==> src/design/slcd_fmt_pkg.sv <==
// ----------------------------------------------------------------------------
// slcd_fmt_pkg
// Types, glyph table and helpers for the segment LCD frame formatter.
// ----------------------------------------------------------------------------
package slcd_fmt_pkg;

	localparam logic [7:0] GLYPH_HI_H = 8'h6E;
	localparam logic [7:0] GLYPH_HI_I = 8'h20;
	localparam logic [7:0] GLYPH_LO_L = 8'h70;
	localparam logic [7:0] GLYPH_LO_O = 8'h36;

	localparam logic signed [15:0] BIG_LIMIT        = 16'sd1999;
	localparam logic signed [15:0] POINT_LIMIT_HIGH = 16'sd1995;
	localparam logic signed [15:0] POINT_LIMIT_LOW  = -16'sd95;
	localparam logic signed [15:0] SMALL_LIMIT_HIGH = 16'sd99;
	localparam logic signed [15:0] SMALL_LIMIT_LOW  = -16'sd9;

	localparam logic DISPLAY_ENABLE_RESET = 1'b1;

	typedef struct packed {
		logic signed [15:0] big_value;
		logic signed [15:0] small_value;
		logic               percent_sign;
		logic               battery_low;
		logic [2:0]         smiley_code;
		logic [2:0]         unit_code;
		logic               link_connected;
	} req_t;

	typedef struct packed {
		logic [7:0] seg_byte0;
		logic [7:0] seg_byte1;
		logic [7:0] seg_byte2;
		logic [7:0] seg_byte3;
		logic [7:0] seg_byte4;
		logic [7:0] seg_byte5;
		logic       send_frame;
	} frm_t;

	function automatic logic [7:0] digit_glyph(input logic [3:0] d);
		logic [7:0] g;
		unique case (d)
			4'd0:    g = 8'hFA;
			4'd1:    g = 8'h0A;
			4'd2:    g = 8'hBC;
			4'd3:    g = 8'h9E;
			4'd4:    g = 8'h4E;
			4'd5:    g = 8'hD6;
			4'd6:    g = 8'hF6;
			4'd7:    g = 8'h8A;
			4'd8:    g = 8'hFE;
			4'd9:    g = 8'hDE;
			default: g = 8'h00;
		endcase
		return g;
	endfunction

	// reciprocal multiply, exact for inputs below 2560
	function automatic logic [7:0] div10(input logic [11:0] x);
		logic [23:0] p;
		p = {12'd0, x} * 24'd3277;
		return p[22:15];
	endfunction

	// reciprocal multiply, exact for inputs below 3200
	function automatic logic [4:0] div100(input logic [11:0] x);
		logic [23:0] p;
		p = {12'd0, x} * 24'd1311;
		return p[21:17];
	endfunction

endpackage

==> src/design/segment_lcd_frame_formatter_top.sv <==
// ----------------------------------------------------------------------------
// segment_lcd_frame_formatter_top
// Builds a six-byte segment LCD frame per request and flags changed frames.
// ----------------------------------------------------------------------------
// Usage:
//   req channel (req_valid / req_stall / req) carries one display request a beat.
//   frm channel (frm_valid / frm_stall / frm) returns one frame per request,
//   with send_frame set when the frame differs from the last one flagged
//   and the display is enabled.
//   cfg channel (cfg_valid / cfg_ready / cfg_data) writes display_enable;
//   cfg_ready is always high. Write it only while no request is in flight.
// Path: a request is taken into the input register, and its frame is then
//   registered into the result register and presented on frm.
// Throughput: one request per cycle while frm_stall is low; the rounding
//   divide of the big value feeding the digit split (parallel divides by ten
//   and a hundred) is the longest path between registers.
// Reset: clears both pipeline valids and the stored last frame, and sets
//   display_enable to 1.
// Stall: when frm_stall holds a frame, the input register still takes one
//   more request; after that req_stall rises until the frame is taken.
// ----------------------------------------------------------------------------
module segment_lcd_frame_formatter_top (
	input  logic                 clk,
	input  logic                 arst_n,
	input  logic                 req_valid,
	output logic                 req_stall,
	input  slcd_fmt_pkg::req_t   req,
	output logic                 frm_valid,
	input  logic                 frm_stall,
	output slcd_fmt_pkg::frm_t   frm,
	input  logic                 cfg_valid,
	output logic                 cfg_ready,
	input  logic                 cfg_data
);
	import slcd_fmt_pkg::*;

	logic        valid_s1;
	req_t        req_s1;
	logic        frm_valid_q;
	frm_t        frm_q;
	logic        display_enable_q;
	logic [47:0] last_frame_q;

	logic        out_adv;
	logic        s1_adv;
	logic        s1_move;

	logic               big_hi;
	logic               big_lo;
	logic               big_point;
	logic               big_neg;
	logic [15:0]        big_abs;
	logic [11:0]        big_round;
	logic [11:0]        big_m;
	logic [7:0]         q1;
	logic [4:0]         q2;
	logic               q3;
	logic [3:0]         d0;
	logic [3:0]         d1;
	logic [3:0]         d2;

	logic               sm_hi;
	logic               sm_lo;
	logic               sm_neg;
	logic [15:0]        sm_abs;
	logic [7:0]         sm_q;
	logic [3:0]         sm_d;
	logic               sm_has_tens;
	logic [7:0]         sm_tens;
	logic [7:0]         sm_ones;

	logic [7:0]         f0, f1, f2, f3, f4, f5;
	logic [47:0]        frame;
	logic               send;

	assign out_adv   = !frm_valid_q || !frm_stall;
	assign s1_adv    = !valid_s1 || out_adv;
	assign s1_move   = valid_s1 && out_adv;
	assign req_stall = !s1_adv;
	assign cfg_ready = 1'b1;
	assign frm_valid = frm_valid_q;
	assign frm       = frm_q;

	// big field
	always_comb begin
		big_hi    = req_s1.big_value > BIG_LIMIT;
		big_lo    = req_s1.big_value < -BIG_LIMIT;
		big_point = !(req_s1.big_value > POINT_LIMIT_HIGH ||
			req_s1.big_value < POINT_LIMIT_LOW);
		big_neg   = req_s1.big_value < 16'sd0;
		big_abs   = big_neg ? 16'(-req_s1.big_value) : 16'(req_s1.big_value);
		big_round = 12'(div10(big_abs[11:0] + 12'd5));
		big_m     = big_point ? big_abs[11:0] : big_round;
		q1 = div10(big_m);
		q2 = div100(big_m);
		q3 = big_m > 12'd999;
		d0 = 4'(big_m - 12'(q1) * 12'd10);
		d1 = 4'(q1 - 8'(q2) * 8'd10);
		d2 = 4'(q2 - (q3 ? 5'd10 : 5'd0));
	end

	// small field
	always_comb begin
		sm_hi       = req_s1.small_value > SMALL_LIMIT_HIGH;
		sm_lo       = req_s1.small_value < SMALL_LIMIT_LOW;
		sm_neg      = req_s1.small_value < 16'sd0;
		sm_abs      = sm_neg ? 16'(-req_s1.small_value) : 16'(req_s1.small_value);
		sm_q        = div10({5'd0, sm_abs[6:0]});
		sm_d        = 4'(sm_abs[7:0] - 8'(sm_q * 8'd10));
		sm_has_tens = 1'b1;
		sm_tens     = 8'h00;
		sm_ones     = 8'h00;
		if (sm_hi) begin
			sm_tens = GLYPH_HI_H;
			sm_ones = GLYPH_HI_I;
		end else if (sm_lo) begin
			sm_tens = GLYPH_LO_L;
			sm_ones = GLYPH_LO_O;
		end else begin
			sm_has_tens = sm_abs[6:0] > 7'd9;
			sm_tens     = sm_has_tens ? digit_glyph(sm_q[3:0]) : 8'h00;
			sm_ones     = digit_glyph(sm_d);
		end
	end

	// frame assembly
	always_comb begin
		f0 = 8'h00;
		f1 = 8'h00;
		f2 = 8'h00;
		f3 = 8'h00;
		if (big_hi) begin
			f0 = GLYPH_HI_H;
			f1 = GLYPH_HI_I;
		end else if (big_lo) begin
			f0 = GLYPH_LO_L;
			f1 = GLYPH_LO_O;
		end else begin
			f3[0] = big_neg;
			f0[0] = big_m > 12'd999;
			if (big_m > 12'd99) begin
				f0 = f0 | digit_glyph(d2);
			end
			if (big_m > 12'd9 || big_point) begin
				f1 = digit_glyph(d1);
			end
			f1[0] = big_point;
			f2 = digit_glyph(d0);
		end
		f3[6] = req_s1.battery_low;
		f3[3] = req_s1.smiley_code[0];
		f3[2] = req_s1.smiley_code[1];
		f3[7] = req_s1.smiley_code[2];
		f3[5] = req_s1.unit_code[0];
		f3[4] = req_s1.unit_code[2];
		f2[0] = f2[0] | req_s1.unit_code[1];

		f4 = {7'd0, req_s1.percent_sign};
		f5 = {5'd0, !sm_hi && !sm_lo && sm_neg, 1'b0, req_s1.link_connected};
		if (sm_has_tens) begin
			f5 = f5 | (sm_tens & 8'h0E);
			f4 = f4 | (sm_tens & 8'hF0);
		end
		f4 = f4 | (sm_ones & 8'h0E);
		f5 = f5 | (sm_ones & 8'hF0);

		frame = {f0, f1, f2, f3, f4, f5};
		send  = display_enable_q && (frame != last_frame_q);
	end

	always_ff @(posedge clk or negedge arst_n) begin
		if (!arst_n) begin
			valid_s1         <= 1'b0;
			frm_valid_q      <= 1'b0;
			display_enable_q <= DISPLAY_ENABLE_RESET;
			last_frame_q     <= '0;
		end else begin
			if (s1_adv) begin
				valid_s1 <= req_valid;
			end
			if (out_adv) begin
				frm_valid_q <= valid_s1;
			end
			if (cfg_valid && cfg_ready) begin
				display_enable_q <= cfg_data;
			end
			if (s1_move && send) begin
				last_frame_q <= frame;
			end
		end
	end

	always_ff @(posedge clk) begin
		if (s1_adv && req_valid) begin
			req_s1 <= req;
		end
		if (s1_move) begin
			frm_q <= {frame, send};
		end
	end

endmodule

==> config.mk <==
export PLATFORM = sky130hd
export DESIGN_NAME = segment_lcd_frame_formatter_top
export DESIGN_NICKNAME = d
export VERILOG_FILES = /design/src/design/slcd_fmt_pkg.sv /design/src/design/segment_lcd_frame_formatter_top.sv
export SDC_FILE = /design/constraint.sdc
export NUM_CORES = 1
export LEC_CHECK = 0
export BUFFER_PORTS_ARGS = -buffer_cell sky130_fd_sc_hd__buf_2
export CAP_MARGIN = 20
export CORE_MARGIN = 2
export CORE_UTILIZATION = 54
export DETAILED_ROUTE_END_ITERATION = 7
export GPL_TIMING_DRIVEN = 0
export PLACE_DENSITY_LB_ADDON = 0.08
export SLEW_MARGIN = 20
export SYNTH_ARGS = -nofsm -noshare
export SYNTH_HDL_FRONTEND = slang
export SYNTH_SLANG_ARGS = --single-unit
==> constraint.sdc <==
create_clock -name clk -period 35.9 [get_ports clk]
set_input_delay 10.77 -clock clk [delete_from_list [all_inputs] [get_ports clk]]
set_output_delay 10.77 -clock clk [all_outputs]
set_load 0.02 [all_outputs]
After elaboration in Yosys (flattened, before gate mapping)
Memory sizes are Yosys's and may differ from the RTL's.
Index checks and enable logic that the tools add are counted.
{"block": "op_classes", "n_addsub": 7, "multipliers": 7, "magnitude_cmp": 12, "eq_ne": 1, "n_mux": 26, "n_bitwise": 6, "n_reduce_logical": 17}
{"op": "two-way mux 8 bit", "count": 17}
{"op": "inequality test 47 bit", "count": 1}
{"op": "multiplier 12 x 12 -> 23 bit, second input constant", "count": 2}
{"op": "> comparator 16 x 12 -> 1 bit, second input constant", "count": 2}
{"op": "less-than comparator 16 x 1 -> 1 bit, second input constant", "count": 2}
{"op": "two-way mux 12 bit", "count": 2}
{"op": "multiplier 12 x 11 -> 22 bit, second input constant", "count": 1}
{"op": "multiplier 7 x 12 -> 19 bit, second input constant", "count": 1}
{"op": "> comparator 16 x 8 -> 1 bit, second input constant", "count": 1}
{"op": "less-than comparator 16 x 12 -> 1 bit, second input constant", "count": 1}
{"op": "less-than comparator 16 x 5 -> 1 bit, second input constant", "count": 1}
{"op": "less-than comparator 16 x 8 -> 1 bit, second input constant", "count": 1}
{"op": "OR 1 x 8 -> 8 bit", "count": 2}
{"op": "subtractor 4 bit", "count": 4}
{"op": "adder 12 x 3 -> 12 bit, second input constant", "count": 1}
{"op": "> comparator 12 x 10 -> 1 bit, second input constant", "count": 1}
{"op": "> comparator 12 x 4 -> 1 bit, second input constant", "count": 1}
{"op": "> comparator 12 x 7 -> 1 bit, second input constant", "count": 1}
{"op": "negation 12 bit", "count": 1}
{"op": "multiplier 8 x 3 -> 3 bit, second input constant", "count": 1}
{"op": "two-way mux 4 bit", "count": 2}
{"op": "OR 8 x 4 -> 8 bit", "count": 1}
{"op": "OR 8 bit", "count": 1}
{"op": "> comparator 7 x 4 -> 1 bit, second input constant", "count": 1}
{"op": "other kinds (10)", "count": 27}
{"block": "totals", "ff_bits": 139, "rom_bits": 560, "in_bits": 47, "output_inout_bits": 52, "elab_cells": 99, "memories": 5}
{"memory": "(name not given)", "depth": 16, "word_bits": 7, "read_ports": 1, "rd_ports_with_merged_regs": 0, "wr": 0, "line": "slcd_fmt_pkg.sv:42", "rtl": "unique case (d)"}
{"memory": "(name not given)", "depth": 16, "word_bits": 7, "read_ports": 1, "rd_ports_with_merged_regs": 0, "wr": 0, "line": "slcd_fmt_pkg.sv:42"}
{"memory": "(name not given)", "depth": 16, "word_bits": 7, "read_ports": 1, "rd_ports_with_merged_regs": 0, "wr": 0, "line": "slcd_fmt_pkg.sv:42"}
{"memory": "(name not given)", "depth": 16, "word_bits": 7, "read_ports": 1, "rd_ports_with_merged_regs": 0, "wr": 0, "line": "slcd_fmt_pkg.sv:42"}
{"memory": "(name not given)", "depth": 16, "word_bits": 7, "read_ports": 1, "rd_ports_with_merged_regs": 0, "wr": 0, "line": "slcd_fmt_pkg.sv:42"}

Depth between registers and ports, before layout
An unclocked memory read counts as a cell.
{"block": "logic_depth", "depth_word": 19, "ltp_mapped": 63, "ltp_nobuf": 62}

Least setup slack after synthesis
Ideal clock, no wire load.
{"block": "synth_timing", "kind": "input to output", "start": "input port frm_stall", "end": "output port req_stall", "arrival_ps": 11009, "required_time_ps": 25130, "setup_slack_ps": 14121, "cell_stages": 2, "path_buffers": 0, "cell_sequence": "nand3_1 -> inv_1"}
{"block": "synth_between", "elab_chain_cells": 4}
{"item": "start: declaration", "line": "segment_lcd_frame_formatter_top.sv:29", "rtl": "input logic frm_stall,"}
{"item": "logical NOT 1 bit", "line": "segment_lcd_frame_formatter_top.sv:76", "rtl": "assign out_adv = !frm_valid_q || !frm_stall;"}
{"item": "logical OR 1 bit", "line": "segment_lcd_frame_formatter_top.sv:76"}
{"item": "logical OR 1 bit", "line": "segment_lcd_frame_formatter_top.sv:77", "rtl": "assign s1_adv = !valid_s1 || out_adv;"}
{"item": "logical NOT 1 bit", "line": "segment_lcd_frame_formatter_top.sv:79", "rtl": "assign req_stall = !s1_adv;"}
{"item": "end: declaration", "line": "segment_lcd_frame_formatter_top.sv:26", "rtl": "output logic req_stall,"}
Every way passes these cells.

Final worst setup path
Same ends and word-level chain as after synthesis.

==> out/metrics.yaml <==
worst-setup-path-type: "in -> out"
wl_per_cell_um: 17.8
synth.distinct_cells: 99
final_hold_viol_count: 0
final_layout_size_suffix_gt1_share_pct: 13.5
start_kind: "input port"
antenna_cells: 0
crit_top_cell: "buf_2"
grt_pass1_vias: 12577
slew_headroom_pct: 31.5
coreArea_mm2: 0.0314
antenna_found_initial: 0
setup.worst_path.end: "req_stall"
ant_nets: 0
cts_root_buf: "clkbuf_16"
clockBufferDepth: 2
rsz0062_at_grt: "false"
critPathArrivalTime_ps: 11230
crit_chain: "buf_2 -> nand3_1 -> inv_1 -> buf_2"
track_usage_pct: 24.9
path_depth: 4
start_util_pct: 54.5
drt-vias-per-instance: 5.68
die-area_mm2: 0.0331
cts_resized: 0
die_h_um: 182
drc: 0
ys_seq_elements: 139
grt_pass1_wl_um: 65200
rrSetupSlack_ps: 18280
dr.pass1.iters: 5
clk_pin_slew_ps: 60
ctsHoldBuffers: 0
maxCapViolCount: 0
vias: 12693
ys_seq_area_share_pct: 22.9
cts_buffers: 17
yosys_warnings: 0
syn_to_final_growth_pct: 9.98
grt_max_degree: 51
finalSetupTns_ps: 0
die_x_um: 182
fin_crit_sh_pct: 61.3
clock_latency_ps: 440
r2r-end: "last_frame_q[19]$_DFFE_PN0P_"
rr_worst_depth: 56
critPathBufInv: 3
htree_num_levels: 4
critPathSlowestCell: "buf_2"
wirelength_um: 39800
nets: 2288
syn_area_per_cell_um2: 10.1
crit_required_ps: 25130
setup_viol: 0
post_cts_buffers: 0
hp-class: "reg -> reg"
fmax_mhz: 45.4
drt_iter0_markers: 845
clock-sinks: 139
dp_hpwl_um: 31900
cp_max_fo: 3
worstSetupStartpoint: "frm_stall"
reg2reg_from: "req_s1[25]$_DFFE_PP_"
async_reset_ff_share_pct: 36.0
overflow: 0
tightest_slew_ps: 1010
crit_family: "buffers and inverters"
numPortBuffers: 96
gp_congestion: 0.910
period_needed_ps: 22000
netlist_area_mm2: 0.0171
synth_cells: 1693
status: "completed"
dominantRegCellSynth: "edfxtp_1"
rows: 65
skew_ps: 20.0
maxSlewViolCount: 0
io_pins: 99
end_kind: "primary output"
synth_edf_count: 89
cts_tree: "done"
slowest_delay_ps: 150
area by class of cell:
cell class / instances / area [um^2]
Multi-Input combinational cell: 1212 / 11900
Clock inverter: 10 / 83.8
Inverter: 322 / 1210
Timing Repair Buffer: 99 / 566
Fill cell: 2718 / 12600
Sequential cell: 139 / 3930
Clock buffer: 22 / 474
Tap cell: 402 / 503
Buffer: 30 / 163
worst min path at each step:
stage | startpoint | to | slack [ps] | cells past startpoint
floorplan | valid_s1$_DFFE_PN0N_ | frm_valid$_DFFE_PN0P_ | 440 | 1
finish | valid_s1$_DFFE_PN0N_ | frm_valid$_DFFE_PN0P_ | 480 | 1
CTS | valid_s1$_DFFE_PN0N_ | frm_valid$_DFFE_PN0P_ | 480 | 1
global route | valid_s1$_DFFE_PN0N_ | frm_valid$_DFFE_PN0P_ | 520 | 1
global placement | valid_s1$_DFFE_PN0N_ | frm_valid$_DFFE_PN0P_ | 450 | 1
detailed placement | valid_s1$_DFFE_PN0N_ | frm_valid$_DFFE_PN0P_ | 470 | 1
registers in the layout, indices dropped and copies added (netlist names):
name,count
last_frame_q,47
valid_s1,1
frm_valid,1
req_s1,35
display_enable_q,1
frm,48
f3,6
through the flow:
stage | instances | hold slack, ps | setup WS (ps) | cell area, um^2 | utilization [%]
3_5_place_dp | 2204 | 468 | 13880 | 18200 | 58.1
3_3_place_gp | 2201 | 448 | 13960 | 18100 | 57.7
4_1_cts | 2236 | 482 | 13880 | 18800 | 59.9
2_1_floorplan | 1703 | 443 | 14120 | 17100 | -
5_1_grt | 2236 | 521 | 13850 | 18800 | 59.9
6_report | 2236 | 477 | 13900 | 18800 | 59.9
metal layers:
| metal | wire [um] | vias up | GRT usage [%] | share of wire (%) |
|---|---|---|---|---|
| met4 | 442 | 0 | 4.32 | 1.1 |
| met3 | 1850 | 37 | 3.21 | 4.6 |
| met2 | 18000 | 316 | 39.2 | 45 |
| li1 | - | 6070 | - | - |
| met5 | 0 | - | 0 | 0 |
| met1 | 19500 | 6270 | 37.3 | 49 |
cell usage after synthesis, types with 20 or more instances:
master / number / area share [%]
nor2_1: 64 / 1.4
xor2_1: 44 / 2.3
xnor2_1: 50 / 2.6
ha_1: 297 / 22
nor3_1: 20 / 0.59
fa_1: 123 / 14
nand3_1: 24 / 0.70
o21ai_0: 58 / 1.7
nand2_1: 80 / 1.8
nand2b_1: 20 / 0.73
inv_1: 318 / 7.0
edfxtp_1: 89 / 16
dfrtp_1: 49 / 7.2
mux2_4: 40 / 3.5
a21oi_1: 61 / 1.8
worst reg2reg max path, delay by kind of cell, from the launching register on:
kind,cells,cell delay (ps)
flip-flops,1,520
adder cells (fa/ha/maj),13,5770
multiplexers,1,310
AO/OA/AOI/OAI,16,4390
XOR/XNOR,4,1290
AND/OR/NAND/NOR,12,3640
buffers and inverters,10,1590
cells in the final DEF (no fill, tap or decap), types with 40 or more instances in the layout:
cell type and count:
nand2_1 80, edfxtp_1 89, fa_1 123, mux2_4 40
o21ai_0 58, nor2_1 63, ha_1 297, xnor2_1 50
a21oi_1 59, buf_2 99, inv_1 318, dfrtp_1 49
xor2_1 44
cells by family after synthesis:
kind of cell / share of synthesized area, %
other: 0.0439
and+or+nand+nor: 9.70
DFF: 22.9
adders and majority gates: 36.1
xor gates and xnor gates: 6.14
AOI/OAI and AO/OA: 11.9
buffers and inverters: 8.03
muxes: 5.07
Power is left out: the tool's default activity adds up to more than one toggle a clock period on the data nets, which glitch-free logic cannot reach.
